## config.mk

```make
export PLATFORM = sky130hd
export DESIGN_NAME = button_press_duration_classifier_flat
export DESIGN_NICKNAME = d
export VERILOG_FILES = /design/src/rtl/core/bpdc_pkg.sv /design/src/rtl/core/bpdc_channels.sv /design/src/rtl/core/bpdc_core.sv /design/src/rtl/core/button_press_duration_classifier.sv /design/src/flat_wrapper.sv
export VERILOG_INCLUDE_DIRS = /design/src /design/src/rtl/core
export SDC_FILE = /design/constraint.sdc
export NUM_CORES = 1
export LEC_CHECK = 0
export BUFFER_PORTS_ARGS = -buffer_cell sky130_fd_sc_hd__buf_4
export CORE_ASPECT_RATIO = 1.2
export CORE_MARGIN = 2
export CORE_UTILIZATION = 42
export CTS_CLUSTER_SIZE = 12
export DETAILED_ROUTE_END_ITERATION = 8
export SLEW_MARGIN = 10
export SYNTH_ARGS = -nofsm -noshare
export SYNTH_HDL_FRONTEND = slang
export SYNTH_HIERARCHICAL = 1
export SYNTH_SLANG_ARGS = --single-unit
```

## constraint.sdc

```tcl
create_clock -name clock -period 3.7 [get_ports clock]
set_input_delay 1.11 -clock clock [delete_from_list [all_inputs] [get_ports clock]]
set_output_delay 1.11 -clock clock [all_outputs]
set_load 0.1 [all_outputs]
```

## src/rtl/core/button_press_duration_classifier_assert.svh

```systemverilog
// Assertion macros used by the button press duration classifier core
`ifndef BUTTON_PRESS_DURATION_CLASSIFIER_ASSERT_SVH
`define BUTTON_PRESS_DURATION_CLASSIFIER_ASSERT_SVH

// same-cycle implication, checked out of reset
`define BPDC_ASSERT_IMPL(label, clk, rst, ante, cons) \
   label: assert property (@(posedge clk) disable iff (rst) (ante) |-> (cons)) \
      else $error("bpdc assertion failed");

// next-cycle implication, checked out of reset
`define BPDC_ASSERT_NEXT(label, clk, rst, ante, cons) \
   label: assert property (@(posedge clk) disable iff (rst) (ante) |=> (cons)) \
      else $error("bpdc assertion failed");

`endif

```

## src/rtl/core/bpdc_pkg.sv

```systemverilog
// Types and constants of the button press duration classifier
package bpdc_pkg;

   localparam int CFG_W       = 16;
   localparam int HELD_W      = 16;
   localparam int CSR_INDEX_W = 2;

   localparam logic [HELD_W-1:0] HELD_MAX = {HELD_W{1'b1}};

   localparam logic [CFG_W-1:0] DEBOUNCE_RESET  = 16'd50;
   localparam logic [CFG_W-1:0] PULSE_MIN_RESET = 16'd200;
   localparam logic [CFG_W-1:0] SHORT_MIN_RESET = 16'd1000;
   localparam logic [CFG_W-1:0] LONG_MIN_RESET  = 16'd2000;

   typedef enum logic [1:0] {
      CLASS_NONE  = 2'd0,
      CLASS_PULSE = 2'd1,
      CLASS_SHORT = 2'd2,
      CLASS_LONG  = 2'd3
   } press_class_type;

   typedef enum logic [CSR_INDEX_W-1:0] {
      CSR_DEBOUNCE  = 2'd0,
      CSR_PULSE_MIN = 2'd1,
      CSR_SHORT_MIN = 2'd2,
      CSR_LONG_MIN  = 2'd3
   } csr_index_type;

   typedef struct packed {
      logic [CFG_W-1:0] debounce_ticks;
      logic [CFG_W-1:0] pulse_min_ticks;
      logic [CFG_W-1:0] short_min_ticks;
      logic [CFG_W-1:0] long_min_ticks;
   } cfg_type;

   typedef struct packed {
      press_class_type   press_class;
      logic [HELD_W-1:0] held_ticks;
   } rsp_type;

endpackage

```

## src/rtl/core/bpdc_channels.sv

```systemverilog
// Valid/ready channel interfaces of the button press duration classifier
interface bpdc_req_if;
   logic valid;
   logic ready;
   logic btn_level;

   modport source (output valid, output btn_level, input ready);
   modport sink (input valid, input btn_level, output ready);
endinterface

interface bpdc_rsp_if;
   logic                             valid;
   logic                             ready;
   bpdc_pkg::press_class_type        press_class;
   logic [bpdc_pkg::HELD_W-1:0]      held_ticks;

   modport source (output valid, output press_class, output held_ticks, input ready);
   modport sink (input valid, input press_class, input held_ticks, output ready);
endinterface

```

## src/rtl/core/bpdc_core.sv

```systemverilog
// Debounce and hold tracker with press duration classification
`include "button_press_duration_classifier_assert.svh"

module bpdc_core #(
   parameter int COUNT_WIDTH = 16
) (
   input  logic              clock,
   input  logic              reset,
   input  logic              step,
   input  logic              pressed,
   input  bpdc_pkg::cfg_type cfg,
   output logic              result_valid,
   output bpdc_pkg::rsp_type result_data
);
   import bpdc_pkg::*;

   localparam int CMP_W = (COUNT_WIDTH > CFG_W) ? COUNT_WIDTH : CFG_W;
   localparam logic [COUNT_WIDTH-1:0] COUNT_MAX = {COUNT_WIDTH{1'b1}};

   typedef enum logic [1:0] {
      PH_IDLE     = 2'd0,
      PH_DEBOUNCE = 2'd1,
      PH_HOLD     = 2'd2
   } phase_type;

   phase_type               phase_ff;
   phase_type               phase_in;
   logic [COUNT_WIDTH-1:0]  tick_count_ff;
   logic [COUNT_WIDTH-1:0]  tick_count_in;
   logic [COUNT_WIDTH-1:0]  count_up;
   logic [CMP_W-1:0]        count_ext;

   always_comb begin
      count_up  = (tick_count_ff == COUNT_MAX) ? tick_count_ff
                                               : tick_count_ff + 1'b1;
      count_ext = CMP_W'(count_up);
   end

   always_comb begin
      if (count_ext >= CMP_W'(cfg.long_min_ticks)) begin
         result_data.press_class = CLASS_LONG;
      end else if (count_ext >= CMP_W'(cfg.short_min_ticks)) begin
         result_data.press_class = CLASS_SHORT;
      end else if (count_ext >= CMP_W'(cfg.pulse_min_ticks)) begin
         result_data.press_class = CLASS_PULSE;
      end else begin
         result_data.press_class = CLASS_NONE;
      end
      if (count_ext > CMP_W'(HELD_MAX)) begin
         result_data.held_ticks = HELD_MAX;
      end else begin
         result_data.held_ticks = count_ext[HELD_W-1:0];
      end
   end

   always_comb begin
      phase_in      = phase_ff;
      tick_count_in = tick_count_ff;
      result_valid  = 1'b0;
      if (step) begin
         case (phase_ff)
            PH_DEBOUNCE: begin
               tick_count_in = count_up;
               if (count_ext >= CMP_W'(cfg.debounce_ticks)) begin
                  tick_count_in = '0;
                  phase_in      = pressed ? PH_HOLD : PH_IDLE;
               end
            end
            PH_HOLD: begin
               tick_count_in = count_up;
               if (!pressed) begin
                  result_valid  = 1'b1;
                  tick_count_in = '0;
                  phase_in      = PH_IDLE;
               end
            end
            default: begin
               tick_count_in = '0;
               phase_in      = pressed ? PH_DEBOUNCE : PH_IDLE;
            end
         endcase
      end
   end

   always_ff @(posedge clock) begin
      if (reset) begin
         phase_ff      <= PH_IDLE;
         tick_count_ff <= '0;
      end else begin
         phase_ff      <= phase_in;
         tick_count_ff <= tick_count_in;
      end
   end

   `BPDC_ASSERT_IMPL(a_result_only_from_hold, clock, reset, result_valid, phase_ff == PH_HOLD)
   `BPDC_ASSERT_IMPL(a_idle_count_clear, clock, reset, phase_ff == PH_IDLE, tick_count_ff == '0)
   `BPDC_ASSERT_NEXT(a_press_starts_debounce, clock, reset, step && pressed && phase_ff == PH_IDLE, phase_ff == PH_DEBOUNCE)
   `BPDC_ASSERT_NEXT(a_hold_count_no_drop, clock, reset, step && pressed && phase_ff == PH_HOLD, tick_count_ff >= $past(tick_count_ff))

endmodule

```

## src/rtl/core/button_press_duration_classifier.sv

```systemverilog
// Top level of the button press duration classifier
//
// One request transaction is one timer tick carrying the sampled button
// level. A press seen while idle starts a debounce wait of debounce_ticks
// ticks; the level on the last tick of that wait confirms the press or
// drops it. A confirmed press is counted tick by tick, saturating, and
// the tick that shows the button released produces one response
// transaction with the press class (long, short, pulse, else too short)
// and the held duration. Other ticks produce no response.
// A tick is taken every cycle while the response register is empty or
// being drained; the response is registered and shows in the cycle
// after its tick is taken. The response register is the only buffer:
// while the receiver stalls with a response waiting, req_chan.ready
// drops and the tick is held off. The csr_ port writes one threshold
// register per cycle; write only while no tick is in flight. Synchronous
// reset returns to idle, clears the counter and the response valid flag,
// and loads the threshold defaults 50, 200, 1000 and 2000.
module button_press_duration_classifier #(
   parameter int COUNT_WIDTH = 16
) (
   input  logic                                clock,
   input  logic                                reset,
   bpdc_req_if.sink                            req_chan,
   bpdc_rsp_if.source                          rsp_chan,
   input  logic                                csr_wr_en,
   input  logic [bpdc_pkg::CSR_INDEX_W-1:0]    csr_index,
   input  logic [bpdc_pkg::CFG_W-1:0]          csr_wdata
);
   import bpdc_pkg::*;

   cfg_type cfg_ff;
   cfg_type cfg_in;
   logic    rsp_valid_ff;
   logic    rsp_valid_in;
   rsp_type rsp_data_ff;
   rsp_type rsp_data_in;
   logic    req_accept;
   logic    result_valid;
   rsp_type result_data;

   assign req_chan.ready   = !rsp_valid_ff || rsp_chan.ready;
   assign req_accept       = req_chan.valid && req_chan.ready;
   assign rsp_chan.valid       = rsp_valid_ff;
   assign rsp_chan.press_class = rsp_data_ff.press_class;
   assign rsp_chan.held_ticks  = rsp_data_ff.held_ticks;

   bpdc_core #(
      .COUNT_WIDTH (COUNT_WIDTH)
   ) u_core (
      .clock        (clock),
      .reset        (reset),
      .step         (req_accept),
      .pressed      (req_chan.btn_level),
      .cfg          (cfg_ff),
      .result_valid (result_valid),
      .result_data  (result_data)
   );

   always_comb begin
      cfg_in = cfg_ff;
      if (csr_wr_en) begin
         case (csr_index_type'(csr_index))
            CSR_DEBOUNCE:  cfg_in.debounce_ticks  = csr_wdata;
            CSR_PULSE_MIN: cfg_in.pulse_min_ticks = csr_wdata;
            CSR_SHORT_MIN: cfg_in.short_min_ticks = csr_wdata;
            CSR_LONG_MIN:  cfg_in.long_min_ticks  = csr_wdata;
            default:       cfg_in = cfg_ff;
         endcase
      end
   end

   always_comb begin
      rsp_valid_in = rsp_valid_ff;
      rsp_data_in  = rsp_data_ff;
      if (rsp_chan.ready) begin
         rsp_valid_in = 1'b0;
      end
      if (result_valid) begin
         rsp_valid_in = 1'b1;
         rsp_data_in  = result_data;
      end
   end

   always_ff @(posedge clock) begin
      if (reset) begin
         cfg_ff.debounce_ticks  <= DEBOUNCE_RESET;
         cfg_ff.pulse_min_ticks <= PULSE_MIN_RESET;
         cfg_ff.short_min_ticks <= SHORT_MIN_RESET;
         cfg_ff.long_min_ticks  <= LONG_MIN_RESET;
         rsp_valid_ff           <= 1'b0;
      end else begin
         cfg_ff       <= cfg_in;
         rsp_valid_ff <= rsp_valid_in;
      end
   end

   always_ff @(posedge clock) begin
      rsp_data_ff <= rsp_data_in;
   end

endmodule

```

## src/flat_wrapper.sv

```systemverilog
// flat-port wrapper written by rule: the top's interface ports become plain ports
module button_press_duration_classifier_flat import bpdc_pkg::*;
#(
   parameter int COUNT_WIDTH = 16
)
  (clock, reset, csr_wr_en, csr_index, csr_wdata, req_chan_valid, req_chan_btn_level, req_chan_ready, rsp_chan_valid, rsp_chan_press_class, rsp_chan_held_ticks, rsp_chan_ready);
  bpdc_req_if req_chan_i ();
  bpdc_rsp_if rsp_chan_i ();
  input  logic clock;
  input  logic reset;
  input  logic csr_wr_en;
  input  logic [bpdc_pkg::CSR_INDEX_W-1:0] csr_index;
  input  logic [bpdc_pkg::CFG_W-1:0] csr_wdata;
  input wire logic [$bits(req_chan_i.valid)-1:0] req_chan_valid;
  input wire logic [$bits(req_chan_i.btn_level)-1:0] req_chan_btn_level;
  output wire logic [$bits(req_chan_i.ready)-1:0] req_chan_ready;
  output wire logic [$bits(rsp_chan_i.valid)-1:0] rsp_chan_valid;
  output wire logic [$bits(rsp_chan_i.press_class)-1:0] rsp_chan_press_class;
  output wire logic [$bits(rsp_chan_i.held_ticks)-1:0] rsp_chan_held_ticks;
  input wire logic [$bits(rsp_chan_i.ready)-1:0] rsp_chan_ready;
  assign req_chan_i.valid = req_chan_valid;
  assign req_chan_i.btn_level = req_chan_btn_level;
  assign req_chan_ready = req_chan_i.ready;
  assign rsp_chan_valid = rsp_chan_i.valid;
  assign rsp_chan_press_class = rsp_chan_i.press_class;
  assign rsp_chan_held_ticks = rsp_chan_i.held_ticks;
  assign rsp_chan_i.ready = rsp_chan_ready;
  button_press_duration_classifier #(.COUNT_WIDTH(COUNT_WIDTH)) u_core (.clock(clock), .reset(reset), .req_chan(req_chan_i), .rsp_chan(rsp_chan_i), .csr_wr_en(csr_wr_en), .csr_index(csr_index), .csr_wdata(csr_wdata));
endmodule
```

==> results_dict.tcl <==
set metrics [dict create \
    p_comb_frac 0.083 \
    synthMuxAreaShare 0.122 \
    pin_count 44 \
    max-cap-violations 0 \
    grt_pass1_wl_mm 23.4 \
    power_switching_mw 0.521 \
    hold_violations 0 \
    dp_slack_ps -12.0 \
    num_vias 4598 \
    worst_pin_slew_ps 954 \
    gp_congestion 0.880 \
    pwr-share-seq 0.511 \
    syn_inst 627 \
    synth_top_family_by_area "simple AND/OR/NAND/NOR gates" \
    synth.most_common_cell "dfxtp_1" \
    cp-start-kind "register" \
    end_kind "register" \
    finalNonFillerCells 877 \
    core_area_um2 13700 \
    reg2reg_depth 13 \
    start_util 0.427 \
    placed_cell_area_um2 6590 \
    fillers 1283 \
    yosys-top-cells-count "dfxtp_1, inv_1, mux2i_1" \
    netlist_top_cells_area "dfxtp_1, ha_1, mux2i_1, edfxtp_1, nand2b_1" \
    grt_pass1_vias 4610 \
    synth_top_area_share 0.284 \
    synth-adder-area-share 0.143 \
    synth_edf_count 18 \
    min_path_cells 2 \
    clkLatencyLatePin_ps 350 \
    design_area_um2 6920 \
    power_mw 2.26 \
    final_net_count 792 \
    r2r_slack_ps 110 \
    ys_seq_elements 101 \
    clkTransAtPathRegs_ps 70 \
    outcome "complete, no violations" \
    synth-compound-area-share 0.101 \
    power.internal_mw 1.74 \
    synth_warnings 6 \
    crit_arrival_ps 3820 \
    clock-skew-final_ps 10.9 \
    cts_tree "yes" \
    whs_ps 477 \
    antenna_left 0 \
    yosysUniqueCellTypes 46 \
    drt_iter0_drc 210 \
    hp-start "u_core/cfg_ff[41]$_SDFFE_PP0P_" \
    power_leakage_nw 3.27 \
    fmax_mhz 279 \
    ys_seq_area_frac 0.377 \
    ir_drop_mv 0.202 \
    rr_startpoint "u_core/u_core/tick_count_ff[4]$_SDFFE_PP0P_" \
    diodes 0 \
    post-route-period-util 0.970 \
    min_period_ps 3590 \
    die_h_um 133 \
    synthArstFlopShare 0 \
    first_pass_iters 4 \
    slew_viol_final 0 \
    synth_xor_area_frac 0.00899 \
    worstReg2RegEnd "u_core/u_core/tick_count_ff[8]$_SDFFE_PP0P_" \
    place_inst 860 \
    post-route-drc-count 0 \
    cts.sinks 101 \
    routed_wl_mm 14.4 \
    path_class "register to register" \
    syn_area_per_cell_um2 9.32 \
    switching_share 0.231 \
    syn_nets 718 \
    wl_per_cell_um 16.5 \
    htree_levels 3 \
    synth-simple-area-share 0.180 \
    drive_gt1_frac 0.170 \
    synthesis.area_um2 5840 \
    dp.final_hpwl_mm 10.9 \
    min_to "u_core/cfg_ff[41]$_SDFFE_PP0P_" \
    cts_hold_buf 0 \
    die_w_um 112 \
    critPathMaxFanout 7 \
    via_per_inst 5.24 \
    worst_slack_ps 111 \
    die_area_um2 14900 \
    worstPathRequired_ps 3930 \
    power_frac_clock 0.406 \
    area_growth_pct 18.3 \
    cts_buffer_depth 2 \
    synthFlopType "dfxtp_1" \
    setup_viol 0 \
    slew_headroom 0.364 \
    cts_made_buffers 9 \
    hold_class "register to register" \
    grt-ovfl-total 0 \
    pwr_density_cell_nw_per_um2 326 \
    grt_use_total 0.200 \
    synth_area_leader_cell "dfxtp_1" \
    antenna_found_initial 0 \
    fp-row-count 47 \
    portBuffers 43 \
    grt_start_max_net_pins 78 \
    cts_root_buffer "clkbuf_16" \
]
## routing by layer
| layer | GRT usage | vias to the layer above | part of all wire |
|---|---|---|---|
| met3 | 0.0341 | 22 | 0.031 |
| met4 | 0.0796 | 0 | 0.024 |
| met2 | 0.327 | 80 | 0.48 |
| met1 | 0.263 | 2170 | 0.47 |
| li1 | - | 2326 | - |
| met5 | 0 | - | 0 |
## final cells by class
cell class,count,area [µm²],area share
tap,171,214,0.0309
clock inverter,1,5.00,0.000724
clock buffer,15,278,0.0402
sequential,101,2200,0.319
inverter,70,263,0.0380
multi-input combinational,432,3300,0.477
timing repair buffer,87,653,0.0944
## power groups by stage
stage | clock network, mW | registers, mW | logic (mW)
final | 0.917 | 1.15 | 0.188
after global routing | 0.983 | 1.16 | 0.208
after CTS | 0.939 | 1.15 | 0.184
after global placement | 0 | 1.18 | 0.180
after floorplan | 0 | 1.18 | 0.121
after detailed placement | 0 | 1.18 | 0.182
## repair_timing
action / 4_1_cts / 5_1_grt
endpoints found under the setup margin: 6 / 18
setup buffers: 0 / 1
pin swaps: 0 / 1
gates resized for setup: 1 / 8
## stage by stage
| step | TNS (ps) | utilization |
|---|---|---|
| after detailed placement | -44.1 | 0.481 |
| after global routing | -61.7 | 0.505 |
| final | 0 | 0.505 |
| after CTS | 0 | 0.502 |
| after floorplan | 0 | - |
| after global placement | 0 | 0.481 |
## worst max-delay path by stage
stage                                                start                                      endpoint  cells past startpoint
3_3_place_gp   u_core/u_core/tick_count_ff[5]$_SDFFE_PP0P_   u_core/u_core/tick_count_ff[4]$_SDFFE_PP0P_                     12
5_1_grt        u_core/u_core/tick_count_ff[5]$_SDFFE_PP0P_        u_core/u_core/phase_ff[1]$_SDFFE_PP0P_                     13
4_1_cts        u_core/u_core/tick_count_ff[4]$_SDFFE_PP0P_        u_core/u_core/phase_ff[1]$_SDFFE_PP0P_                     13
6_report       u_core/u_core/tick_count_ff[4]$_SDFFE_PP0P_   u_core/u_core/tick_count_ff[8]$_SDFFE_PP0P_                     13
3_5_place_dp   u_core/u_core/tick_count_ff[4]$_SDFFE_PP0P_  u_core/u_core/tick_count_ff[14]$_SDFFE_PP0P_                     12
2_1_floorplan  u_core/u_core/tick_count_ff[4]$_SDFFE_PP0P_   u_core/u_core/tick_count_ff[4]$_SDFFE_PP0P_                     14
## logic make-up (layout without fill, tap and decap cells)
kind of cell               after synthesis  after routing
AOI/OAI and AO/OA                       92             92
xor gates and xnor gates                 6              6
adders and majority gates               67             67
buffers and inverters                   94            173
DFF                                    101            101
muxes                                   71             71
and+or+nand+nor                        196            196
## worst max-delay path: stages (launching register included)
cell     delay (ps)
dfxtp_1         340
and4_4          240
and4_4          240
nand2_1          70
nor2_1          130
mux2_4          320
ha_1            290
nand4_1         110
or3_4           430
or4_4           550
buf_4           150
a31o_2          280
a31oi_1         200
o22ai_1         100
## registers in the layout (all words and copies together), names as in the netlist
| register | cells |
|---|---|
| u_core/u_core/tick_count_ff | 16 |
| u_core/rsp_chan.held_ticks | 16 |
| u_core/cfg_ff | 64 |
| u_core/rsp_chan.press_class | 2 |
| u_core/u_core/phase_ff | 2 |
| u_core/rsp_chan.valid | 1 |
## cells in the final DEF (no fill, tap or decap), drive strengths merged, types with 12 or more instances in the layout
master  count
ha         67
nand2b     68
nor2       44
buf        87
nand3      15
clkbuf     15
nand4      13
nor3       12
a21o       13
edfxtp     18
o21ai      20
nand2      24
a21oi      22
mux2i      69
dfxtp      83
inv        70
(Power assumes the default switching activity.)
